$ cat config.mk
export PLATFORM = sky130hd
export DESIGN_NAME = clock_calendar_registers_top
export DESIGN_NICKNAME = d
export VERILOG_FILES = /design/src/hdl/ccr_pkg.sv /design/src/hdl/clock_calendar_registers_top.sv
export SDC_FILE = /design/constraint.sdc
export NUM_CORES = 2
export LEC_CHECK = 0
export ABC_AREA = 1
export BUFFER_PORTS_ARGS = -buffer_cell sky130_fd_sc_hd__buf_2
export CAP_MARGIN = 20
export CORE_MARGIN = 2
export CORE_UTILIZATION = 50
export DETAILED_ROUTE_END_ITERATION = 10
export HOLD_SLACK_MARGIN = 0.02
export PLACE_DENSITY = 0.7
export SKIP_LAST_GASP = 1
export SLEW_MARGIN = 10
export SYNTH_ARGS = -nofsm -noshare
export SYNTH_HDL_FRONTEND = slang
export SYNTH_SLANG_ARGS = --single-unit
$ cat constraint.sdc
create_clock -name i_clk -period 25.2 [get_ports i_clk]
set_clock_uncertainty 0.2 [all_clocks]
set_input_delay 1.26 -clock i_clk [delete_from_list [all_inputs] [get_ports i_clk]]
set_output_delay 1.26 -clock i_clk [all_outputs]
set_load 0.1 [all_outputs]
$ cat src/hdl/ccr_pkg.sv
// shared constants and helper functions for the clock calendar register file
package ccr_pkg;

    // access kinds
    localparam logic ACT_READ  = 1'b0;
    localparam logic ACT_WRITE = 1'b1;

    // register numbers
    localparam logic [3:0] REG_SECONDS  = 4'd8;
    localparam logic [3:0] REG_MINUTES  = 4'd9;
    localparam logic [3:0] REG_HOURS    = 4'd10;
    localparam logic [3:0] REG_DAY_LOW  = 4'd11;
    localparam logic [3:0] REG_DAY_HIGH = 4'd12;

    // field weights in seconds
    localparam logic [31:0] UNIT_SECOND   = 32'd1;
    localparam logic [31:0] UNIT_MINUTE   = 32'd60;
    localparam logic [31:0] UNIT_HOUR     = 32'd3600;
    localparam logic [31:0] UNIT_DAY      = 32'd86400;
    localparam logic [31:0] UNIT_256_DAYS = 32'd22118400;

    // reciprocals: x / 60 = (x * RECIP_60) >> 37, x / 3 = (x * RECIP_3) >> 33
    localparam logic [31:0] RECIP_60       = 32'h8888_8889;
    localparam int          RECIP_60_SHIFT = 37;
    localparam logic [31:0] RECIP_3        = 32'hAAAA_AAAB;
    localparam int          RECIP_3_SHIFT  = 33;

    // byte modulo 60 through a short reciprocal (q = d * 137 >> 13)
    function automatic logic [5:0] mod60_byte(input logic [7:0] d);
        logic [15:0] p;
        logic [8:0]  t;
        logic [7:0]  r;
        p = 16'(d) * 16'd137;
        t = 9'(p[15:13]) * 9'd60;
        r = d - t[7:0];
        return r[5:0];
    endfunction

    // byte modulo 24 through a short reciprocal (q = d * 171 >> 12)
    function automatic logic [4:0] mod24_byte(input logic [7:0] d);
        logic [15:0] p;
        logic [7:0]  t;
        logic [7:0]  r;
        p = 16'(d) * 16'd171;
        t = 8'(p[15:12]) * 8'd24;
        r = d - t;
        return r[4:0];
    endfunction

    // low six bits of q * 60
    function automatic logic [5:0] mul60_lo6(input logic [5:0] q);
        logic [11:0] t;
        t = {q, 6'b0} - {4'b0, q, 2'b0};
        return t[5:0];
    endfunction

    // low five bits of q * 24
    function automatic logic [4:0] mul24_lo5(input logic [4:0] q);
        logic [9:0] t;
        t = {1'b0, q, 4'b0} + {2'b0, q, 3'b0};
        return t[4:0];
    endfunction

endpackage

$ cat src/hdl/clock_calendar_registers_top.sv
// clock calendar register file: offset register, field extraction pipeline, write update
//
//  channel | direction | handshake          | payload
//  --------+-----------+--------------------+----------------------------------------------
//  access  | in        | i_valid / o_stall  | i_action, i_reg_select, i_write_data,
//          |           |                    | i_now_seconds
//  result  | out       | o_valid / i_stall  | o_read_data
//
// items pass the input, elapsed, minutes, hours and day stages, then the output register
// reads flow one item per cycle while no write is in flight and i_stall is low;
// each stage has its own valid and holds only when full; a write keeps o_stall high until
// it retires; this is the offset loop through the divide-by-60/60/24 chain
// synchronous active-low reset clears the offset and all valid bits
// while o_valid waits under i_stall, empty stages behind it keep taking items
module clock_calendar_registers_top (
    input  logic        i_clk,
    input  logic        i_rst_n,
    input  logic        i_valid,
    output logic        o_stall,
    input  logic        i_action,
    input  logic [3:0]  i_reg_select,
    input  logic [7:0]  i_write_data,
    input  logic [31:0] i_now_seconds,
    output logic        o_valid,
    input  logic        i_stall,
    output logic [7:0]  o_read_data
);
    import ccr_pkg::*;

    // offset state
    logic [31:0] r_offset;
    logic [31:0] n_offset;

    // stage 1: input register
    logic        r_v1, r_a1;
    logic [3:0]  r_sel1;
    logic [7:0]  r_d1;
    logic [31:0] r_now1;

    // stage 2: elapsed time
    logic        r_v2, r_a2;
    logic [3:0]  r_sel2;
    logic [7:0]  r_d2;
    logic [31:0] r_e2;

    // stage 3: minutes count
    logic        r_v3, r_a3;
    logic [3:0]  r_sel3;
    logic [7:0]  r_d3;
    logic [5:0]  r_elo3;
    logic [26:0] r_q1_3;

    // stage 4: hours count
    logic        r_v4, r_a4;
    logic [3:0]  r_sel4;
    logic [7:0]  r_d4;
    logic [5:0]  r_sec4;
    logic [5:0]  r_q1lo4;
    logic [20:0] r_q2_4;

    // stage 5: day count
    logic        r_v5, r_a5;
    logic [3:0]  r_sel5;
    logic [7:0]  r_d5;
    logic [5:0]  r_sec5;
    logic [5:0]  r_min5;
    logic [4:0]  r_q2lo5;
    logic [15:0] r_q3_5;

    // output register
    logic        r_ov;
    logic [7:0]  r_rd;

    // stage ready chain
    logic rdy1, rdy2, rdy3, rdy4, rdy5, rdy6;
    logic wr_busy, in_acc, wr_commit;

    assign rdy6 = !r_ov || !i_stall;
    assign rdy5 = !r_v5 || rdy6;
    assign rdy4 = !r_v4 || rdy5;
    assign rdy3 = !r_v3 || rdy4;
    assign rdy2 = !r_v2 || rdy3;
    assign rdy1 = !r_v1 || rdy2;

    // a write in flight holds new items off until the offset is updated
    assign wr_busy = (r_v1 && r_a1 == ACT_WRITE) || (r_v2 && r_a2 == ACT_WRITE)
                  || (r_v3 && r_a3 == ACT_WRITE) || (r_v4 && r_a4 == ACT_WRITE)
                  || (r_v5 && r_a5 == ACT_WRITE);
    assign o_stall   = !rdy1 || wr_busy;
    assign in_acc    = i_valid && !o_stall;
    assign wr_commit = r_v5 && r_a5 == ACT_WRITE && rdy6;

    // elapsed time
    logic [31:0] n_e;
    assign n_e = r_now1 - r_offset;

    // minutes count: e / 60
    logic [63:0] p1;
    logic [26:0] n_q1;
    assign p1   = 64'(r_e2) * 64'(RECIP_60);
    assign n_q1 = p1[63:RECIP_60_SHIFT];

    // seconds field and hours count: q1 / 60
    logic [5:0]  n_sec;
    logic [58:0] p2;
    logic [20:0] n_q2;
    assign n_sec = r_elo3 - mul60_lo6(r_q1_3[5:0]);
    assign p2    = 59'(r_q1_3) * 59'(RECIP_60);
    assign n_q2  = p2[57:RECIP_60_SHIFT];

    // minutes field and day count: q2 / 24 = (q2 / 8) / 3
    logic [5:0]  n_min;
    logic [49:0] p3;
    logic [15:0] n_q3;
    assign n_min = r_q1lo4 - mul60_lo6(r_q2_4[5:0]);
    assign p3    = 50'(r_q2_4[20:3]) * 50'(RECIP_3);
    assign n_q3  = p3[48:RECIP_3_SHIFT];

    // hours field, read selection and offset adjustment
    logic [4:0]        hr5;
    logic [7:0]        fld;
    logic [7:0]        old_v;
    logic [7:0]        new_v;
    logic [31:0]       unit;
    logic signed [8:0] diff;
    logic [31:0]       delta;
    logic [7:0]        n_rd;

    assign hr5 = r_q2lo5 - mul24_lo5(r_q3_5[4:0]);

    always_comb begin
        fld   = 8'd0;
        old_v = 8'd0;
        new_v = 8'd0;
        unit  = 32'd0;
        unique case (r_sel5)
            REG_SECONDS: begin
                fld   = {2'b0, r_sec5};
                old_v = {2'b0, r_sec5};
                new_v = {2'b0, mod60_byte(r_d5)};
                unit  = UNIT_SECOND;
            end
            REG_MINUTES: begin
                fld   = {2'b0, r_min5};
                old_v = {2'b0, r_min5};
                new_v = {2'b0, mod60_byte(r_d5)};
                unit  = UNIT_MINUTE;
            end
            REG_HOURS: begin
                fld   = {3'b0, hr5};
                old_v = {3'b0, hr5};
                new_v = {3'b0, mod24_byte(r_d5)};
                unit  = UNIT_HOUR;
            end
            REG_DAY_LOW: begin
                fld   = r_q3_5[7:0];
                old_v = r_q3_5[7:0];
                new_v = r_d5;
                unit  = UNIT_DAY;
            end
            REG_DAY_HIGH: begin
                fld   = {7'b0, r_q3_5[8]};
                old_v = r_q3_5[15:8];
                new_v = {7'b0, r_d5[0]};
                unit  = UNIT_256_DAYS;
            end
            default: begin
                fld   = 8'd0;
                old_v = 8'd0;
                new_v = 8'd0;
                unit  = 32'd0;
            end
        endcase
    end

    // new offset = offset - (new - old) * weight, modulo 2^32
    assign diff     = $signed({1'b0, old_v}) - $signed({1'b0, new_v});
    assign delta    = 32'({{23{diff[8]}}, diff} * unit);
    assign n_offset = r_offset + delta;
    assign n_rd     = (r_a5 == ACT_READ) ? fld : 8'd0;

    // control registers
    always_ff @(posedge i_clk) begin
        if (!i_rst_n) begin
            r_offset <= 32'd0;
            r_v1     <= 1'b0;
            r_v2     <= 1'b0;
            r_v3     <= 1'b0;
            r_v4     <= 1'b0;
            r_v5     <= 1'b0;
            r_ov     <= 1'b0;
        end else begin
            if (wr_commit) begin
                r_offset <= n_offset;
            end
            if (rdy1) begin
                r_v1 <= in_acc;
            end
            if (rdy2) begin
                r_v2 <= r_v1;
            end
            if (rdy3) begin
                r_v3 <= r_v2;
            end
            if (rdy4) begin
                r_v4 <= r_v3;
            end
            if (rdy5) begin
                r_v5 <= r_v4;
            end
            if (rdy6) begin
                r_ov <= r_v5;
            end
        end
    end

    // payload registers
    always_ff @(posedge i_clk) begin
        if (rdy1 && in_acc) begin
            r_a1   <= i_action;
            r_sel1 <= i_reg_select;
            r_d1   <= i_write_data;
            r_now1 <= i_now_seconds;
        end
        if (rdy2) begin
            r_a2   <= r_a1;
            r_sel2 <= r_sel1;
            r_d2   <= r_d1;
            r_e2   <= n_e;
        end
        if (rdy3) begin
            r_a3   <= r_a2;
            r_sel3 <= r_sel2;
            r_d3   <= r_d2;
            r_elo3 <= r_e2[5:0];
            r_q1_3 <= n_q1;
        end
        if (rdy4) begin
            r_a4    <= r_a3;
            r_sel4  <= r_sel3;
            r_d4    <= r_d3;
            r_sec4  <= n_sec;
            r_q1lo4 <= r_q1_3[5:0];
            r_q2_4  <= n_q2;
        end
        if (rdy5) begin
            r_a5    <= r_a4;
            r_sel5  <= r_sel4;
            r_d5    <= r_d4;
            r_sec5  <= r_sec4;
            r_min5  <= n_min;
            r_q2lo5 <= r_q2_4[4:0];
            r_q3_5  <= n_q3;
        end
        if (rdy6) begin
            r_rd <= n_rd;
        end
    end

    assign o_valid     = r_ov;
    assign o_read_data = r_rd;

    // a write reaching the last stage has no item behind it
    a_write_alone: assert property (@(posedge i_clk) disable iff (!i_rst_n)
        (r_v5 && r_a5 == ACT_WRITE) |-> !(r_v1 || r_v2 || r_v3 || r_v4))
        else $error("item entered behind a pending write");

    // at most one write in flight
    a_one_write: assert property (@(posedge i_clk) disable iff (!i_rst_n)
        $countones({r_v1 && r_a1 == ACT_WRITE, r_v2 && r_a2 == ACT_WRITE,
                    r_v3 && r_a3 == ACT_WRITE, r_v4 && r_a4 == ACT_WRITE,
                    r_v5 && r_a5 == ACT_WRITE}) <= 1)
        else $error("two writes in flight");

    // offset only moves when a write retires
    a_offset_hold: assert property (@(posedge i_clk) disable iff (!i_rst_n)
        !wr_commit |=> $stable(r_offset))
        else $error("offset changed without a write");

    // extracted fields stay in range
    a_field_range: assert property (@(posedge i_clk) disable iff (!i_rst_n)
        r_v5 |-> (r_sec5 < 6'd60 && r_min5 < 6'd60 && hr5 < 5'd24))
        else $error("time field out of range");

endmodule

### Word-level counts from Yosys, hierarchy flattened

Cells that the tools add are included.

* word-level logic and storage cells: 91
* register bits: 274
* input bits: 49
* output and inout bits: 10

* reduce and logical (&&, ||, !) cells: 29
* $mul: 8
* equal/unequal tests: 5
* add/subtract/negate cells: 11
* multiplexer cells: 4

Operators by type and width (number)
* 25-bit one-hot mux with 5 select lines: 1
* 8-bit one-hot mux with 5 select lines: 2
* 32-bit by 32-bit multiplier with 64-bit output, second input constant: 1
* 27-bit by 32-bit multiplier with 58-bit output, second input constant: 1
* 18-bit by 32-bit multiplier with 49-bit output, second input constant: 1
* 32-bit adder: 1
* 8-bit by 8-bit multiplier with 16-bit output, second input constant: 2
* 9-bit by 26-bit multiplier with 32-bit output: 1
* 8-bit one-hot mux with 4 select lines: 1
* 32-bit subtractor: 1
* 4-bit equality test, second input constant: 5
* 6-bit subtractor: 3
* 1-bit by 6-bit subtractor with 6-bit output, first input constant: 2
* 1-bit logical OR: 11
* 5-bit subtractor: 2
* 1-bit zero test: 9
* 8-bit by 8-bit subtractor with 9-bit output: 1
* 1-bit logical AND: 8
* 5-bit adder: 1
* 3-bit by 4-bit multiplier with 4-bit output, second input constant: 1
* 4-bit by 2-bit multiplier with 2-bit output, second input constant: 1
* 2-bit OR reduction: 1

### Longest topological paths before layout

* word-level depth: 12
* depth in mapped cells: 56
* depth with buffers taken out: 56

### Least setup slack after synthesis

OpenSTA, ideal clock, no wires.

* path kind: reg2reg
* start point: register r_d5[3]
* end point: register r_offset[29]
* cell stages (with the launch flop): 46
* path buffers: 0
* data arrival time: 9.335 ns
* period minus slack after synthesis: 9.644 ns
* slack: 15.556 ns
* data required time: 24.891 ns
* library setup time: 0.109 ns
* cells stage by stage: edfxtp_1 ha_1 ha_1 ha_1 ha_1 a21oi_1 nor2_1 a211oi_1 nand2_1 nand2_1 a21oi_1 nor2_1 fa_1 ha_1 inv_1 ha_1 nand2_1 nor2_1 (+10 left out) fa_1 fa_1 inv_1 fa_1 inv_1 fa_1 fa_1 inv_1 ha_1 nand2_1 nor2_1 inv_1 nor3_1 nand2_1 nand3_1 nand3_1 nand2_1 inv_1

* word-level cells in the longest chain between the ends: 7
* elaborated cells on any way between the ends: 10
* those cells by class: add/sub: 4; mul: 5; mux: 1

Ends and longest elaborated chain
* from (decl): line clock_calendar_registers_top.sv:64 `logic [7:0] r_d5;`
* from (signal assigned): line clock_calendar_registers_top.sv:249 `r_d5 <= r_d4;`
* 8-bit by 8-bit multiplier with 16-bit output, on equally long branches: line ccr_pkg.sv:33, ccr_pkg.sv:44
* 3-bit by 4-bit multiplier with 4-bit output / 4-bit by 2-bit multiplier with 2-bit output (equally long branches): line ccr_pkg.sv:34, ccr_pkg.sv:45
* 6-bit subtractor / 5-bit subtractor (equally long branches): line ccr_pkg.sv:35, ccr_pkg.sv:46
* 8-bit one-hot mux with 4 select lines *: line clock_calendar_registers_top.sv:136 `unique case (r_sel5)`
* 8-bit by 8-bit subtractor with 9-bit output *: line clock_calendar_registers_top.sv:177 `assign diff = $signed({1'b0, old_v}) - $signed({1'b0, new_v});`
* 9-bit by 26-bit multiplier with 32-bit output *: line clock_calendar_registers_top.sv:178 `assign delta = 32'({{23{diff[8]}}, diff} * unit);`
* 32-bit adder *: line clock_calendar_registers_top.sv:179 `assign n_offset = r_offset + delta;`
* to (signal assigned): line clock_calendar_registers_top.sv:194 `r_offset <= n_offset;`
* to (decl): line clock_calendar_registers_top.sv:31 `logic [31:0] r_offset;`

Every way passes the cells marked *; elsewhere a longest branch is shown, timed or not.
A chain may end at the register's enable or synchronous reset.

### Worst setup path after layout

* start point: register r_d5[5]
* end point: register r_offset[29]

Same word-level chain as after synthesis.

==> out/qor.txt <==
Slowest stage cell, crit path: edfxtp_1
H-tree Lvls: 2
First-pass detailed-route iteration total: 7
I/O pin total: 59
Worst min path class: flip-flop to flip-flop
Tcrit/Tclk final: 42.9%
Gr ovfl total: 0
Core Region: 88600 sq um
Largest net degree at the start of global routing: 49
Slew margin rel.: 29.5%
Die area: 92300 sq um
Worst-margin pin slew: 1.06 ns
Clk pin slew, worst setup/hold paths: 0.06 ns
IO buf count: 58
Layout cell share with drive strength beyond 1: 3.05%
Hpwl dp: 110 mm
Clock Latency Late Sink: 0.56 ns
Cts bufs inserted: 34
Initial Util: 50.7%
Crit path DAT: 11.06 ns
Critical path's largest stage delay: 0.68 ns
First-pass GRT wire length: 201 mm
Total Nets Final: 6944
Routed wire per std cell: 18.6 microns
Post-synth EDFFs: 236
Distinct cell type count after synthesis: 48
Critical path class: flip-flop to flip-flop
Final setup fails: 0
Top_reg_cell synth: edfxtp_1
Max Freq: 0.0926 GHz
Setup TNS: 0 ns
Critical Path End Type: flip-flop
Post-CTS Setup Inserts: 0
Clk sinks: 274
Netlist Area Pre-Place: 44900 sq um
Max-cap violations: 0
Via Count: 36.3k
Die X: 304 microns
Area Overhead vs Synth: 6.39%
Post-synthesis sequential area ratio: 17.5%
Total Routing Usage GR: 27.6%
#FFs+latches synth: 274
Ant diodes: 0
DRC errors left: 0
Final Wtd Congestion: 1.04
Vias in the first global route: 37.1k
CTS tree: done
Reg2reg setup slack: 14.40 ns
Setup crit start kind: flip-flop
Clock Path Buffers: 3
CTS-repair resized insts: 0
Final min period: 10.80 ns
Slew Viols, Final: 0
Ys async rst share: 0%
Crit path top cell by count: nand2_1
Final wirelength: 126 mm
Hold Buf Count CTS: 0
Commonest cells after routing, fill and taps aside: 1332 x inv_1, 998 x nand2_1, 833 x ha_1
Worst Path Required: 25.46 ns
Worst-path fanout max: 11
Hold Vio Cnt, Final: 0
Starting DRT DRC Count: 2701
Unrepaired setup endpoints after global routing: no
Antenna Nets Post-Route: 0
Status: finished clean
Mean post-synth cell area: 8.21 sq um
Commonest non-fill, non-tap cell in the layout: inv_1
CTS root buffer: clkbuf_16
Fillers: 8364
Die H: 304 microns
Vias per Instance: 5.38
Synth Warn #: 0
Antenna violations before repair: 2
Cells after Synth: 5471
Rows: 109
-- area by class of cell --
type                       instances  area [sq um]  area share (%)
clock buffer                      41           887            1.86
clock inverter                    18           225           0.471
timing repair buffer              65           350           0.733
inverter                        1345          5050            10.6
tap                             1165          1460            3.05
sequential                       274          7850            16.4
multi-input combinational       3838         32000            66.9
-- critical path: cells and delay by family (launching register included) --
kind                     cells  cell delay [ns]
adder cells (fa/ha/maj)     14             5.67
AND/OR/NAND/NOR             15             1.53
AO/OA/AOI/OAI               10             1.99
buffers and inverters        7             0.61
flip-flops                   1             0.68
-- state kept, by name, summed over array words and instances (netlist names), 5 cells and up --
name	flops
r_elo3	6
r_now1	32
r_d1	8
r_q1lo4	6
r_d5	8
r_q2lo5	5
r_q2_4	21
r_offset	32
r_d3	8
r_q3_5	16
r_d2	8
r_sec4	6
r_e2	32
r_q1_3	27
o_read_data	8
r_d4	8
r_min5	6
r_sec5	6
-- kinds of logic after synthesis --
logic type                 after synthesis  synth area share (%)
and+or+nand+nor                       1813                  16.6
buffers and inverters                 1360                  11.4
adders and majority gates             1337                  45.7
AOI/OAI and AO/OA                      616                  7.48
DFF                                    274                  17.5
xor gates and xnor gates                69                  1.36
other                                    2                0.0167
-- metal layers --
layer / global-route usage, % / share of wire [%] / vias up / routed length [microns]
met5: 0 / 0.024 / - / 30
met4: 7.87 / 3.2 / 4 / 3990
met3: 4.45 / 7.3 / 229 / 9240
met2: 45.6 / 46 / 1213 / 57600
met1: 37.5 / 44 / 17400 / 55000
li1: - / - / 17500 / -
-- final timing paths --
path / from / endpoint / cells after the start
worst min-delay path: r_q1lo4[0] / r_min5[0] / 0
worst max-delay path: r_d5[5] / r_offset[29] / 46
worst min register to register: r_q1lo4[0] / r_min5[0] / 0
worst max register to register: r_d5[5] / r_offset[29] / 46
-- stage by stage --
step           std cells  worst slack (ns)  hold slack, ns  utilization (%)  instance area, sq um
3_5_place_dp        6687             14.49           0.205             52.7                 46700
2_1_floorplan       5472             15.56           0.200                -                 44900
5_1_grt             6746             13.77           0.218             53.9                 47800
6_report            6746             14.40           0.203             53.9                 47800
3_3_place_gp        6686             14.65           0.201             52.6                 46700
4_1_cts             6746             14.45           0.205             53.9                 47800
-- cells in the mapped netlist (all sizes together) (33+ instances only) --
library cell,number,share of area [%]
nor2,468,4.1
nand4,61,0.86
o21ai,197,2.2
nand3,194,2.2
nor3,47,0.53
inv,1345,11
nand2,1004,8.4
o21bai,33,0.55
ha,833,23
xor2,45,0.89
dfxtp,38,1.7
a21oi,320,3.6
edfxtp,236,16
fa,504,22
Power is left out: the tool's default activity adds up to more than one toggle a clock period on the data nets, which glitch-free logic cannot reach.
